[config.mk]
export PLATFORM = sky130hd
export DESIGN_NAME = rucst_merge
export DESIGN_NICKNAME = d
export VERILOG_FILES = /design/src/rucst_pkg.sv /design/src/rucst_merge.sv
export SDC_FILE = /design/constraint.sdc
export NUM_CORES = 1
export LEC_CHECK = 0
export ABC_AREA = 1
export BUFFER_PORTS_ARGS = -buffer_cell sky130_fd_sc_hd__clkbuf_2
export CORE_MARGIN = 2
export CORE_UTILIZATION = 45
export CTS_CLUSTER_SIZE = 8
export DETAILED_ROUTE_END_ITERATION = 10
export PLACE_DENSITY = 0.74
export RECOVER_POWER = 50
export SLEW_MARGIN = 5
export SYNTH_ARGS = -nofsm -noshare
export SYNTH_HDL_FRONTEND = slang
export SYNTH_SLANG_ARGS = --single-unit
[constraint.sdc]
create_clock -name clk -period 13.9 [get_ports clk]
set_input_delay 2.78 -clock clk [delete_from_list [all_inputs] [get_ports clk]]
set_output_delay 2.78 -clock clk [all_outputs]
set_load 0.01 [all_outputs]
[src/rucst_pkg.sv]
// shared constants, types and helpers for the ray unit cube slab test
package rucst_pkg;

  localparam int FRAC_BITS = 16;
  localparam int WORD_W    = 32;
  localparam int NUM_W     = WORD_W + 1;
  localparam int DIVD_W    = NUM_W + FRAC_BITS;
  localparam int MAG_W     = DIVD_W;
  localparam int DIV_STEPS = DIVD_W;
  localparam int THR_W     = 16;
  localparam int NUM_AXES  = 3;
  localparam int STAGES    = DIV_STEPS + 2;

  localparam logic signed [WORD_W-1:0] POS_INF = {1'b0, {(WORD_W-1){1'b1}}};
  localparam logic signed [WORD_W-1:0] NEG_INF = {1'b1, {(WORD_W-1){1'b0}}};

  typedef struct packed {
    logic signed [WORD_W-1:0] lo;
    logic signed [WORD_W-1:0] hi;
  } slab_span_t;

  // saturate a signed quotient to the word range
  function automatic logic signed [WORD_W-1:0] sat_word(
    input logic signed [MAG_W:0] v
  );
    logic signed [MAG_W:0] pmax;
    logic signed [MAG_W:0] nmin;
    pmax = {{(MAG_W-WORD_W+2){1'b0}}, {(WORD_W-1){1'b1}}};
    nmin = {{(MAG_W-WORD_W+2){1'b1}}, {(WORD_W-1){1'b0}}};
    if (v > pmax) begin
      sat_word = POS_INF;
    end else if (v < nmin) begin
      sat_word = NEG_INF;
    end else begin
      sat_word = v[WORD_W-1:0];
    end
  endfunction

endpackage

[src/rucst_merge.sv]
// merge of the three axis spans into entry, exit and hit
module rucst_merge (
  input  logic                               clk,
  input  logic                               adv,
  input  rucst_pkg::slab_span_t              spans [rucst_pkg::NUM_AXES],
  output logic                               hit,
  output logic signed [rucst_pkg::WORD_W-1:0] t_near,
  output logic signed [rucst_pkg::WORD_W-1:0] t_far
);
  import rucst_pkg::*;

  logic signed [WORD_W-1:0] near_nxt;
  logic signed [WORD_W-1:0] far_nxt;
  logic signed [WORD_W-1:0] near_r;
  logic signed [WORD_W-1:0] far_r;

  always_comb begin
    near_nxt = spans[0].lo;
    far_nxt  = spans[0].hi;
    for (int i = 1; i < NUM_AXES; i++) begin
      if (spans[i].lo > near_nxt) near_nxt = spans[i].lo;
      if (spans[i].hi < far_nxt)  far_nxt  = spans[i].hi;
    end
  end

  always_ff @(posedge clk) begin
    if (adv) begin
      near_r <= near_nxt;
      far_r  <= far_nxt;
    end
  end

  assign t_near = near_r;
  assign t_far  = far_r;
  assign hit    = (near_r <= far_r);

endmodule

==> impl_metrics.json, run 1 <==
{
  "crit_required_ns": 13.94,
  "grt_max_degree": 65,
  "wl_per_cell_um": 13.74,
  "place_hpwl_mm": 16.95,
  "ctsHoldBuffers": 0,
  "p_comb_share_pct": 49.9,
  "grt_first_pass_wirelength_mm": 31.86,
  "drc_errors": 0,
  "num_vias": 7332,
  "synth-seq-cells": 64,
  "start_kind": "input pin",
  "hold_viol_final": 0,
  "final_util_pct": 56.47,
  "p_int_mw": 0.5879,
  "rows": 46,
  "wirelength_mm": 19.96,
  "report.final.slew_viol_count": 65,
  "coreArea_sq_um": 16000,
  "tritoncts": "done",
  "ant_nets": 0,
  "slowest_stage": "inv_2",
  "postCtsSetupBuffers": 0,
  "drive_gt1_share_pct": 20.45,
  "clock-root-buffer": "clkbuf_16",
  "finalNetCount": 1587,
  "irDropWorstVdd_mv": 0.04367,
  "p_seq_share_pct": 31.3,
  "worstPathArrival_ns": 7.60,
  "switching_share_pct": 41.49,
  "ff_latch_area_sq_um": 1922,
  "placed_area_sq_um": 8840,
  "tns_ns": 0,
  "period_needed_ns": 7.562,
  "fillers": 1522,
  "maxCapViolCount": 1,
  "slew_headroom_pct": -129.6,
  "rsz0062_at_grt": "no",
  "crit_type": "input pin to flop",
  "worst_slack_ns": 6.338,
  "antenna_found_initial": 0,
  "yosysUniqueCellTypes": 38,
  "htreeDepth": 3,
  "holdCritPathClass": "input pin to flop",
  "first_global_vias": 6594,
  "clockBufferDepth": 2,
  "setup_violations": 0,
  "power_density_nw_per_um2": 111.2,
  "clk_pin_slew_ns": 0.05,
  "p_sw_mw": 0.4169,
  "synthArstFlopShare_pct": 0,
  "slowest_delay_ns": 0.67,
  "fin_crit_sh_pct": 54.40,
  "synth_top_area_share_pct": 26.67,
  "syn-num-nets": 1345,
  "synthCells": 993,
  "worstPathMaxFanout": 64,
  "clkSinkCount": 64,
  "outcome": "finished with violations",
  "viasPerCell": 5.046,
  "grtUsageTotal_pct": 22.38,
  "preCtsSetupSlack_ns": 6.005,
  "hold_ws_ns": 2.763,
  "grt_overflow_total": 0,
  "synth_edf_count": 64,
  "synth.cell_area_sq_um": 7412,
  "start_util_pct": 46.32,
  "cts_buffers": 9,
  "gp_congestion": 0.8706,
  "boundaryPins": 259,
  "worst_slew_pin_slew_ns": 3.444,
  "drtIter0Drc": 463,
  "yosysTopAreaCell": "ha_1",
  "synth_area_leaders": "ha_1, edfxtp_1, nand2_1",
  "die_w_um": 132.3,
  "synth.yosys.seq_area_share_pct": 25.93,
  "max_freq_mhz": 132.2,
  "failed_checks": "capacitance limit, slew limit",
  "portBuffers": 258,
  "areaGrowthSynthToFinish_pct": 21.91,
  "syn_area_per_cell_sq_um": 7.464,
  "yosys_warnings": 0,
  "synth_flop_cell": "edfxtp_1",
  "dieArea_sq_um": 17510,
  "fin_area_sq_um": 9036,
  "cts_resized": 0,
  "multi_input_area_sq_um": 4722,
  "crit_chain": "clkbuf_2, inv_1, ha_1, a21oi_1, nor2_1, a211oi_1, nor2_1, a2111oi_0, o21ai_0, a21oi_1, nand2_1, nand3_2, buf_4, o21ai_0, ha_1, nand4_1, nor3_1, inv_1, nor4_1, a21oi_1, nand2_1, nand3_1, inv_2, o21ai_0",
  "endpoint_kind": "flop",
  "p_clk_share_pct": 18.7,
  "firstDrtPassIters": 5,
  "diodes": 0,
  "dieHeight_um": 132.3,
  "p_leak_nw": 4.967
}
per-layer routing:
layer	vias up	track usage (%)	wire (um)
li1	3882	-	-
met3	24	4.152	1191
met1	3198	29.68	9055
met5	-	0	0
met4	0	6.213	384
met2	228	37.33	9331
sequential cells by signal, summed over array words and instances (netlist names):
signal / flops
t_far: 32
t_near: 32
stage by stage:
stage	cells	total power [mW]
6_report	1453	1.005
5_1_grt	1453	1.099
4_1_cts	1453	1.018
3_5_place_dp	1440	0.8245
3_3_place_gp	1440	0.8116
2_1_floorplan	993	0.6534
synthesized netlist by cell type (2+ instances only):
master	number
o2111ai_1	2
inv_2	2
inv_1	161
nand3_1	81
ha_1	158
nand3_2	4
o21ai_0	90
nand2_4	2
nor3_1	8
clkbuf_1	16
a211oi_1	10
a2111oi_0	2
nor2_1	22
o221a_2	2
edfxtp_1	64
nand2_2	3
o211ai_1	3
or2_1	2
nand4_1	12
buf_6	3
buf_4	3
nor4_1	5
nand3b_1	2
a21o_1	2
a21oi_1	70
nand2_1	224
buf_2	8
o21ai_1	22
worst paths after layout:
check | endpoint | slack, ns | startpoint | cells past startpoint
setup / recovery | t_near[31]$_DFFE_PP_ | 6.34 | spans[177] | 24
hold / removal | t_near[18]$_DFFE_PP_ | 2.76 | spans[50] | 3
cells in the final DEF, fill, tap and decap left out, types with 4 or more instances in the layout:
| master | Yosys | routed |
|---|---|---|
| clkbuf_2 | 0 | 226 |
| nand2_1 | 224 | 224 |
| inv_1 | 161 | 161 |
| ha_1 | 158 | 158 |
| o21ai_0 | 90 | 90 |
| nand3_1 | 81 | 81 |
| a21oi_1 | 70 | 70 |
| edfxtp_1 | 64 | 64 |
| clkbuf_1 | 16 | 33 |
| o21ai_1 | 22 | 22 |
| nor2_1 | 22 | 22 |
| nand4_1 | 12 | 12 |
| a211oi_1 | 10 | 10 |
| clkbuf_16 | 0 | 9 |
| nor3_1 | 8 | 8 |
| nor4_1 | 5 | 5 |
| nand3_2 | 4 | 4 |
| clkinv_1 | 0 | 4 |
final cells by class:
| type | count | share of cell area, % |
|---|---|---|
| Multi-Input combinational cell | 736 | 52.26 |
| Sequential cell | 64 | 21.27 |
| Timing Repair Buffer | 261 | 14.05 |
| Inverter | 163 | 6.771 |
| Tap cell | 216 | 2.991 |
| Clock buffer | 9 | 2.492 |
| Clock inverter | 4 | 0.1662 |
critical path, delay by kind of cell:
kind            cells  cell delay (ns)
compound gates      8             1.56
fa+ha+maj           2             0.74
buf+inv             5             1.30
simple gates        9             1.18
power groups by stage:
stage | combinational (mW) | clock, mW | sequential, mW
final | 0.502 | 0.188 | 0.315
after global placement | 0.494 | 0 | 0.318
after floorplan | 0.324 | 0 | 0.329
after CTS | 0.510 | 0.193 | 0.315
after global routing | 0.577 | 0.201 | 0.321
after detailed placement | 0.508 | 0 | 0.316
cells by family (layout without fill, tap and decap cells):
| kind of cell | Yosys count | after routing | synth area share, % |
|---|---|---|---|
| AND/OR/NAND/NOR | 368 | 368 | 21.62 |
| AO/OA/AOI/OAI | 209 | 209 | 15.29 |
| buffers and inverters | 193 | 437 | 10.36 |
| adder cells (fa/ha/maj) | 158 | 158 | 26.67 |
| flip-flops | 64 | 64 | 25.93 |
| XOR/XNOR | 1 | 1 | 0.1182 |
Note: power is estimated with default switching activity, not from simulation.
==> run 2: changes to the inputs <==
PLACE_DENSITY = 0.77   (was 0.74)
clock period = 6.8 ns   (was 13.9 ns; I/O delays follow)
==> run 2 against run 1 <==
  * Final area is 0.35% higher
  * Non-clock buffer count is 2 higher
  * Setup slack worse by 5.6 ns
  * Critical path type unchanged
  * Clock power is 110% higher
  * Combinational power is 110% higher
  * First-iteration DRC count is 3.9% lower
  * The run still ends with capacitance limit, slew limit left
  * Largest cell class unchanged
  * Wire length is 1.1% higher
==> impl_metrics.json, run 2 (same netlist as run 1, synthesis figures left out) <==
{
  "outcome": "finished with violations",
  "failed_checks": "capacitance limit, slew limit",
  "fillers": 1546,
  "tns_ns": 0,
  "first_global_vias": 6786,
  "worstPathMaxFanout": 40,
  "slew_headroom_pct": -132.9,
  "crit_start": "spans[161]",
  "finalNetCount": 1589,
  "report.final.slew_viol_count": 65,
  "num_vias": 7428,
  "endpoint_kind": "flop",
  "ctsHoldBuffers": 0,
  "cts_resized": 0,
  "irDropWorstVdd_mv": 0.1382,
  "tritoncts": "done",
  "cp.depth": 28,
  "setup_violations": 0,
  "grt_overflow_total": 0,
  "clkSinkCount": 64,
  "ant_nets": 0,
  "drive_gt1_share_pct": 20.56,
  "clock-root-buffer": "clkbuf_16",
  "drc_errors": 0,
  "final_common_cell": "clkbuf_2",
  "fin_area_sq_um": 9067,
  "grt_max_degree": 65,
  "gp_congestion": 0.8602,
  "busiest_layer": "met2",
  "rsz0062_at_grt": "no",
  "clockBufferDepth": 2,
  "coreArea_sq_um": 16000,
  "cts_buffers": 9,
  "place_hpwl_mm": 16.89,
  "slowest_stage": "buf_4",
  "mostFrequentLayoutCells": "clkbuf_2, nand2_1, inv_1, ha_1, o21ai_0",
  "areaGrowthSynthToFinish_pct": 22.33,
  "crit_family": "compound AO/OA/AOI/OAI gates",
  "wl_per_cell_um": 13.85,
  "cp_common_cell": "a21oi_1",
  "die_w_um": 132.3,
  "worstHoldStart": "spans[46]",
  "worst_slew_pin_slew_ns": 3.494,
  "start_kind": "input pin",
  "crit_required_ns": 6.85,
  "p_leak_nw": 4.983,
  "fin_crit_sh_pct": 89.84,
  "grt_use_met2_pct": 37.62,
  "maxCapViolCount": 1,
  "power_density_nw_per_um2": 228.9,
  "grt_first_pass_wirelength_mm": 32.17,
  "htreeDepth": 3,
  "holdCritPathClass": "input pin to flop",
  "dieArea_sq_um": 17510,
  "dieHeight_um": 132.3,
  "hold_viol_final": 0,
  "placed_area_sq_um": 8867,
  "portBuffers": 258,
  "drtIter0Drc": 445,
  "clk_pin_slew_ns": 0.05,
  "grtUsageTotal_pct": 22.44,
  "grt_use_met1_pct": 29.62,
  "hold_ws_ns": 1.341,
  "grtUsageMet3_pct": 3.768,
  "worstHoldPathCells": 3,
  "postCtsSetupBuffers": 0,
  "slowest_delay_ns": 0.40,
  "worstPathArrival_ns": 6.16,
  "max_freq_mhz": 163.7,
  "rows": 46,
  "viasPerCell": 5.102,
  "diodes": 0,
  "antenna_found_initial": 0,
  "firstDrtPassIters": 5,
  "period_needed_ns": 6.109,
  "wirelength_mm": 20.17,
  "start_util_pct": 46.32,
  "path_buf_inv": 6,
  "boundaryPins": 259,
  "crit_type": "input pin to flop"
}
run 2: changes by cell type in the layout (fill, tap and decap cells not counted), sizes merged:
cell | previous run | this run
buf | 2 | 4
clkbuf | 268 | 270
clkinv | 4 | 3
run 2: worst paths after layout:
| path | to | slack [ns] |
|---|---|---|
| setup / recovery | t_near[13]$_DFFE_PP_ | 0.69 |
| hold / removal | t_near[14]$_DFFE_PP_ | 1.34 |
run 2: cell type report:
type	count	area, sq um	share of cell area (%)
Inverter	163	611.8	6.748
Sequential cell	64	1922	21.19
Clock inverter	3	11.26	0.1242
Timing Repair Buffer	263	1297	14.31
Tap cell	216	270.3	2.981
Clock buffer	11	232.7	2.567
Multi-Input combinational cell	736	4722	52.08
run 2: per-stage QoR:
step                total power, mW  util (%)  instances  setup WS [ns]
floorplan                     1.336         -        993          1.684
global placement              1.667     55.42       1442         0.5483
detailed placement            1.694     55.42       1442         0.3920
CTS                           2.096     56.94       1456         0.7037
global route                  2.266     56.67       1456         0.2136
finish                        2.075     56.67       1456         0.6908
run 2: report_power, final:
part,switching (mW),internal (mW),total [mW]
Sequential,0.0679,0.576,0.644
Clock,0.152,0.239,0.390
Combinational,0.641,0.399,1.04
run 2: tightest hold or removal path: cells and delay by family:
| family | cells | cell delay (ns) |
|---|---|---|
| compound gates | 1 | 0.05 |
| buf+inv | 1 | 0.09 |
| simple gates | 1 | 0.04 |
run 2: layer usage:
| metal | part of all wire, % | wire, um |
|---|---|---|
| met2 | 46 | 9373 |
| met4 | 2.1 | 420 |
| met3 | 6.1 | 1239 |
| met1 | 45 | 9137 |
| met5 | 0 | 0 |
==> run 3: changes to the inputs <==
CELL_PAD_IN_SITES_DETAIL_PLACEMENT = 0   (was unset)
CELL_PAD_IN_SITES_GLOBAL_PLACEMENT = 1   (was unset)
CORE_UTILIZATION = 33   (was 45)
PLACE_DENSITY = 0.8   (was 0.77)
SKIP_LAST_GASP = 1   (was unset)
==> run 3 against run 2 <==
  * Total power up 0.98%
  * Critical path depth down 3
  * Non-clock buffer count unchanged
  * Sequential power hardly changed
  * Flip-flop and latch count unchanged
  * Worst hold slack improved by 0.0056 ns
  * The flow still finishes with violations (capacitance limit, slew limit)
  * Global-route usage shrank 4.5 points
  * Wire length is 6.2% higher
  * Critical path type unchanged
==> impl_metrics.json, run 3 (same netlist as run 1, synthesis figures left out) <==
{
  "p_int_mw": 1.220,
  "dieHeight_um": 153.9,
  "mostFrequentLayoutCells": "clkbuf_2, nand2_1, inv_1, ha_1, o21ai_0",
  "hold_ws_ns": 1.347,
  "slew_headroom_pct": -138.6,
  "cts_resized": 0,
  "holdCritPathClass": "input pin to flop",
  "drc_errors": 0,
  "slowest_delay_ns": 0.44,
  "grtUsageTotal_pct": 17.98,
  "finalNetCount": 1589,
  "first_global_vias": 6797,
  "fin_crit_sh_pct": 89.34,
  "p_sw_mw": 0.8759,
  "viasPerCell": 4.743,
  "drive_gt1_share_pct": 20.87,
  "clockBufferDepth": 2,
  "boundaryPins": 259,
  "rsz0062_at_grt": "no",
  "p_clk_share_pct": 19.3,
  "grt_first_pass_wirelength_mm": 34.16,
  "crit_start": "spans[191]",
  "switching_share_pct": 41.80,
  "irDropWorstVdd_mv": 0.09967,
  "failed_checks": "capacitance limit, slew limit",
  "antenna_found_initial": 0,
  "gp_congestion": 0.8249,
  "ctsHoldBuffers": 0,
  "final_common_cell": "clkbuf_2",
  "p_comb_share_pct": 49.9,
  "ant_nets": 0,
  "report.final.slew_viol_count": 65,
  "max_freq_mhz": 164.6,
  "num_vias": 7214,
  "placed_area_sq_um": 8960,
  "fillers": 2280,
  "coreArea_sq_um": 21960,
  "cts_buffers": 9,
  "period_needed_ns": 6.075,
  "tns_ns": 0,
  "slowest_stage": "ha_1",
  "endpoint_kind": "flop",
  "p_seq_share_pct": 30.8,
  "worstPathArrival_ns": 6.13,
  "grt_overflow_total": 0,
  "wl_per_cell_um": 14.09,
  "setup_violations": 0,
  "firstDrtPassIters": 5,
  "drtIter0Drc": 404,
  "crit_type": "input pin to flop",
  "clk_pin_slew_ns": 0.05,
  "areaGrowthSynthToFinish_pct": 23.84,
  "dieArea_sq_um": 23680,
  "hold_viol_final": 0,
  "wirelength_mm": 21.43,
  "clock-root-buffer": "clkbuf_16",
  "start_util_pct": 33.75,
  "clkSinkCount": 64,
  "outcome": "finished with violations",
  "place_hpwl_mm": 18.44,
  "rows": 54,
  "tritoncts": "done",
  "dp.cells": 1506,
  "cp_common_cell": "inv_1",
  "diodes": 0,
  "power_density_nw_per_um2": 228.3,
  "maxCapViolCount": 1,
  "crit_required_ns": 6.85,
  "worstHoldStart": "spans[60]",
  "worstPathMaxFanout": 43,
  "fin_area_sq_um": 9179,
  "worst_slew_pin_slew_ns": 3.580,
  "htreeDepth": 3,
  "grt_max_degree": 65,
  "portBuffers": 258,
  "p_leak_nw": 4.984,
  "postCtsSetupBuffers": 0,
  "start_kind": "input pin",
  "die_w_um": 153.9,
  "stdcell_count": 1521
}
[run 3: cell count changes in the layout (fill, tap and decap cells not counted), sizes merged]
| cell | previous run | this run |
|---|---|---|
| clkinv | 3 | 2 |
| clkbuf | 270 | 268 |
| clkinvlp | 0 | 4 |
[run 3: layout make-up]
class | count | area, sq um | share of cell area (%)
flip-flops and latches | 64 | 1922 | 20.94
clock buffers | 9 | 225.2 | 2.454
well taps | 280 | 350.3 | 3.817
repair buffers | 263 | 1310 | 14.27
multi-input cells | 736 | 4722 | 51.44
clock inverters | 6 | 37.54 | 0.4089
inverters | 163 | 611.8 | 6.666
[run 3: final timing paths]
check,endpoint,slack (ns),cells past startpoint
max,t_near[13]$_DFFE_PP_,0.73,25
min,t_near[28]$_DFFE_PP_,1.35,3
[run 3: routing by layer]
| metal | share of wire, % | wire length (um) | vias to the layer above | track usage [%] |
|---|---|---|---|---|
| li1 | - | - | 3891 | - |
| met1 | 48 | 10310 | 3115 | 24.27 |
| met2 | 45 | 9699 | 191 | 30.24 |
| met3 | 5.2 | 1109 | 17 | 2.734 |
| met4 | 1.5 | 311 | 0 | 4.450 |
| met5 | 0 | 0 | - | 0 |
[run 3: stage by stage]
stage	utilization [%]	worst slack, ns	power (mW)
after global placement	40.80	0.3104	1.702
after floorplan	-	1.684	1.336
after CTS	42.00	0.6124	2.136
final	41.80	0.7251	2.095
after global routing	41.80	0.1859	2.311
after detailed placement	40.80	0.2843	1.715
[run 3: power groups by stage]
stage	clock, mW	combinational (mW)	sequential (mW)
floorplan	0	0.663	0.672
global placement	0	1.05	0.653
detailed placement	0	1.06	0.651
CTS	0.418	1.07	0.647
global route	0.437	1.21	0.661
finish	0.404	1.05	0.646
[run 3: critical path: cells and delay by family]
family	cells	cell delay, ns
AND/OR/NAND/NOR	11	2.33
adder cells (fa/ha/maj)	2	0.80
buffers and inverters	8	1.12
AO/OA/AOI/OAI	4	0.50
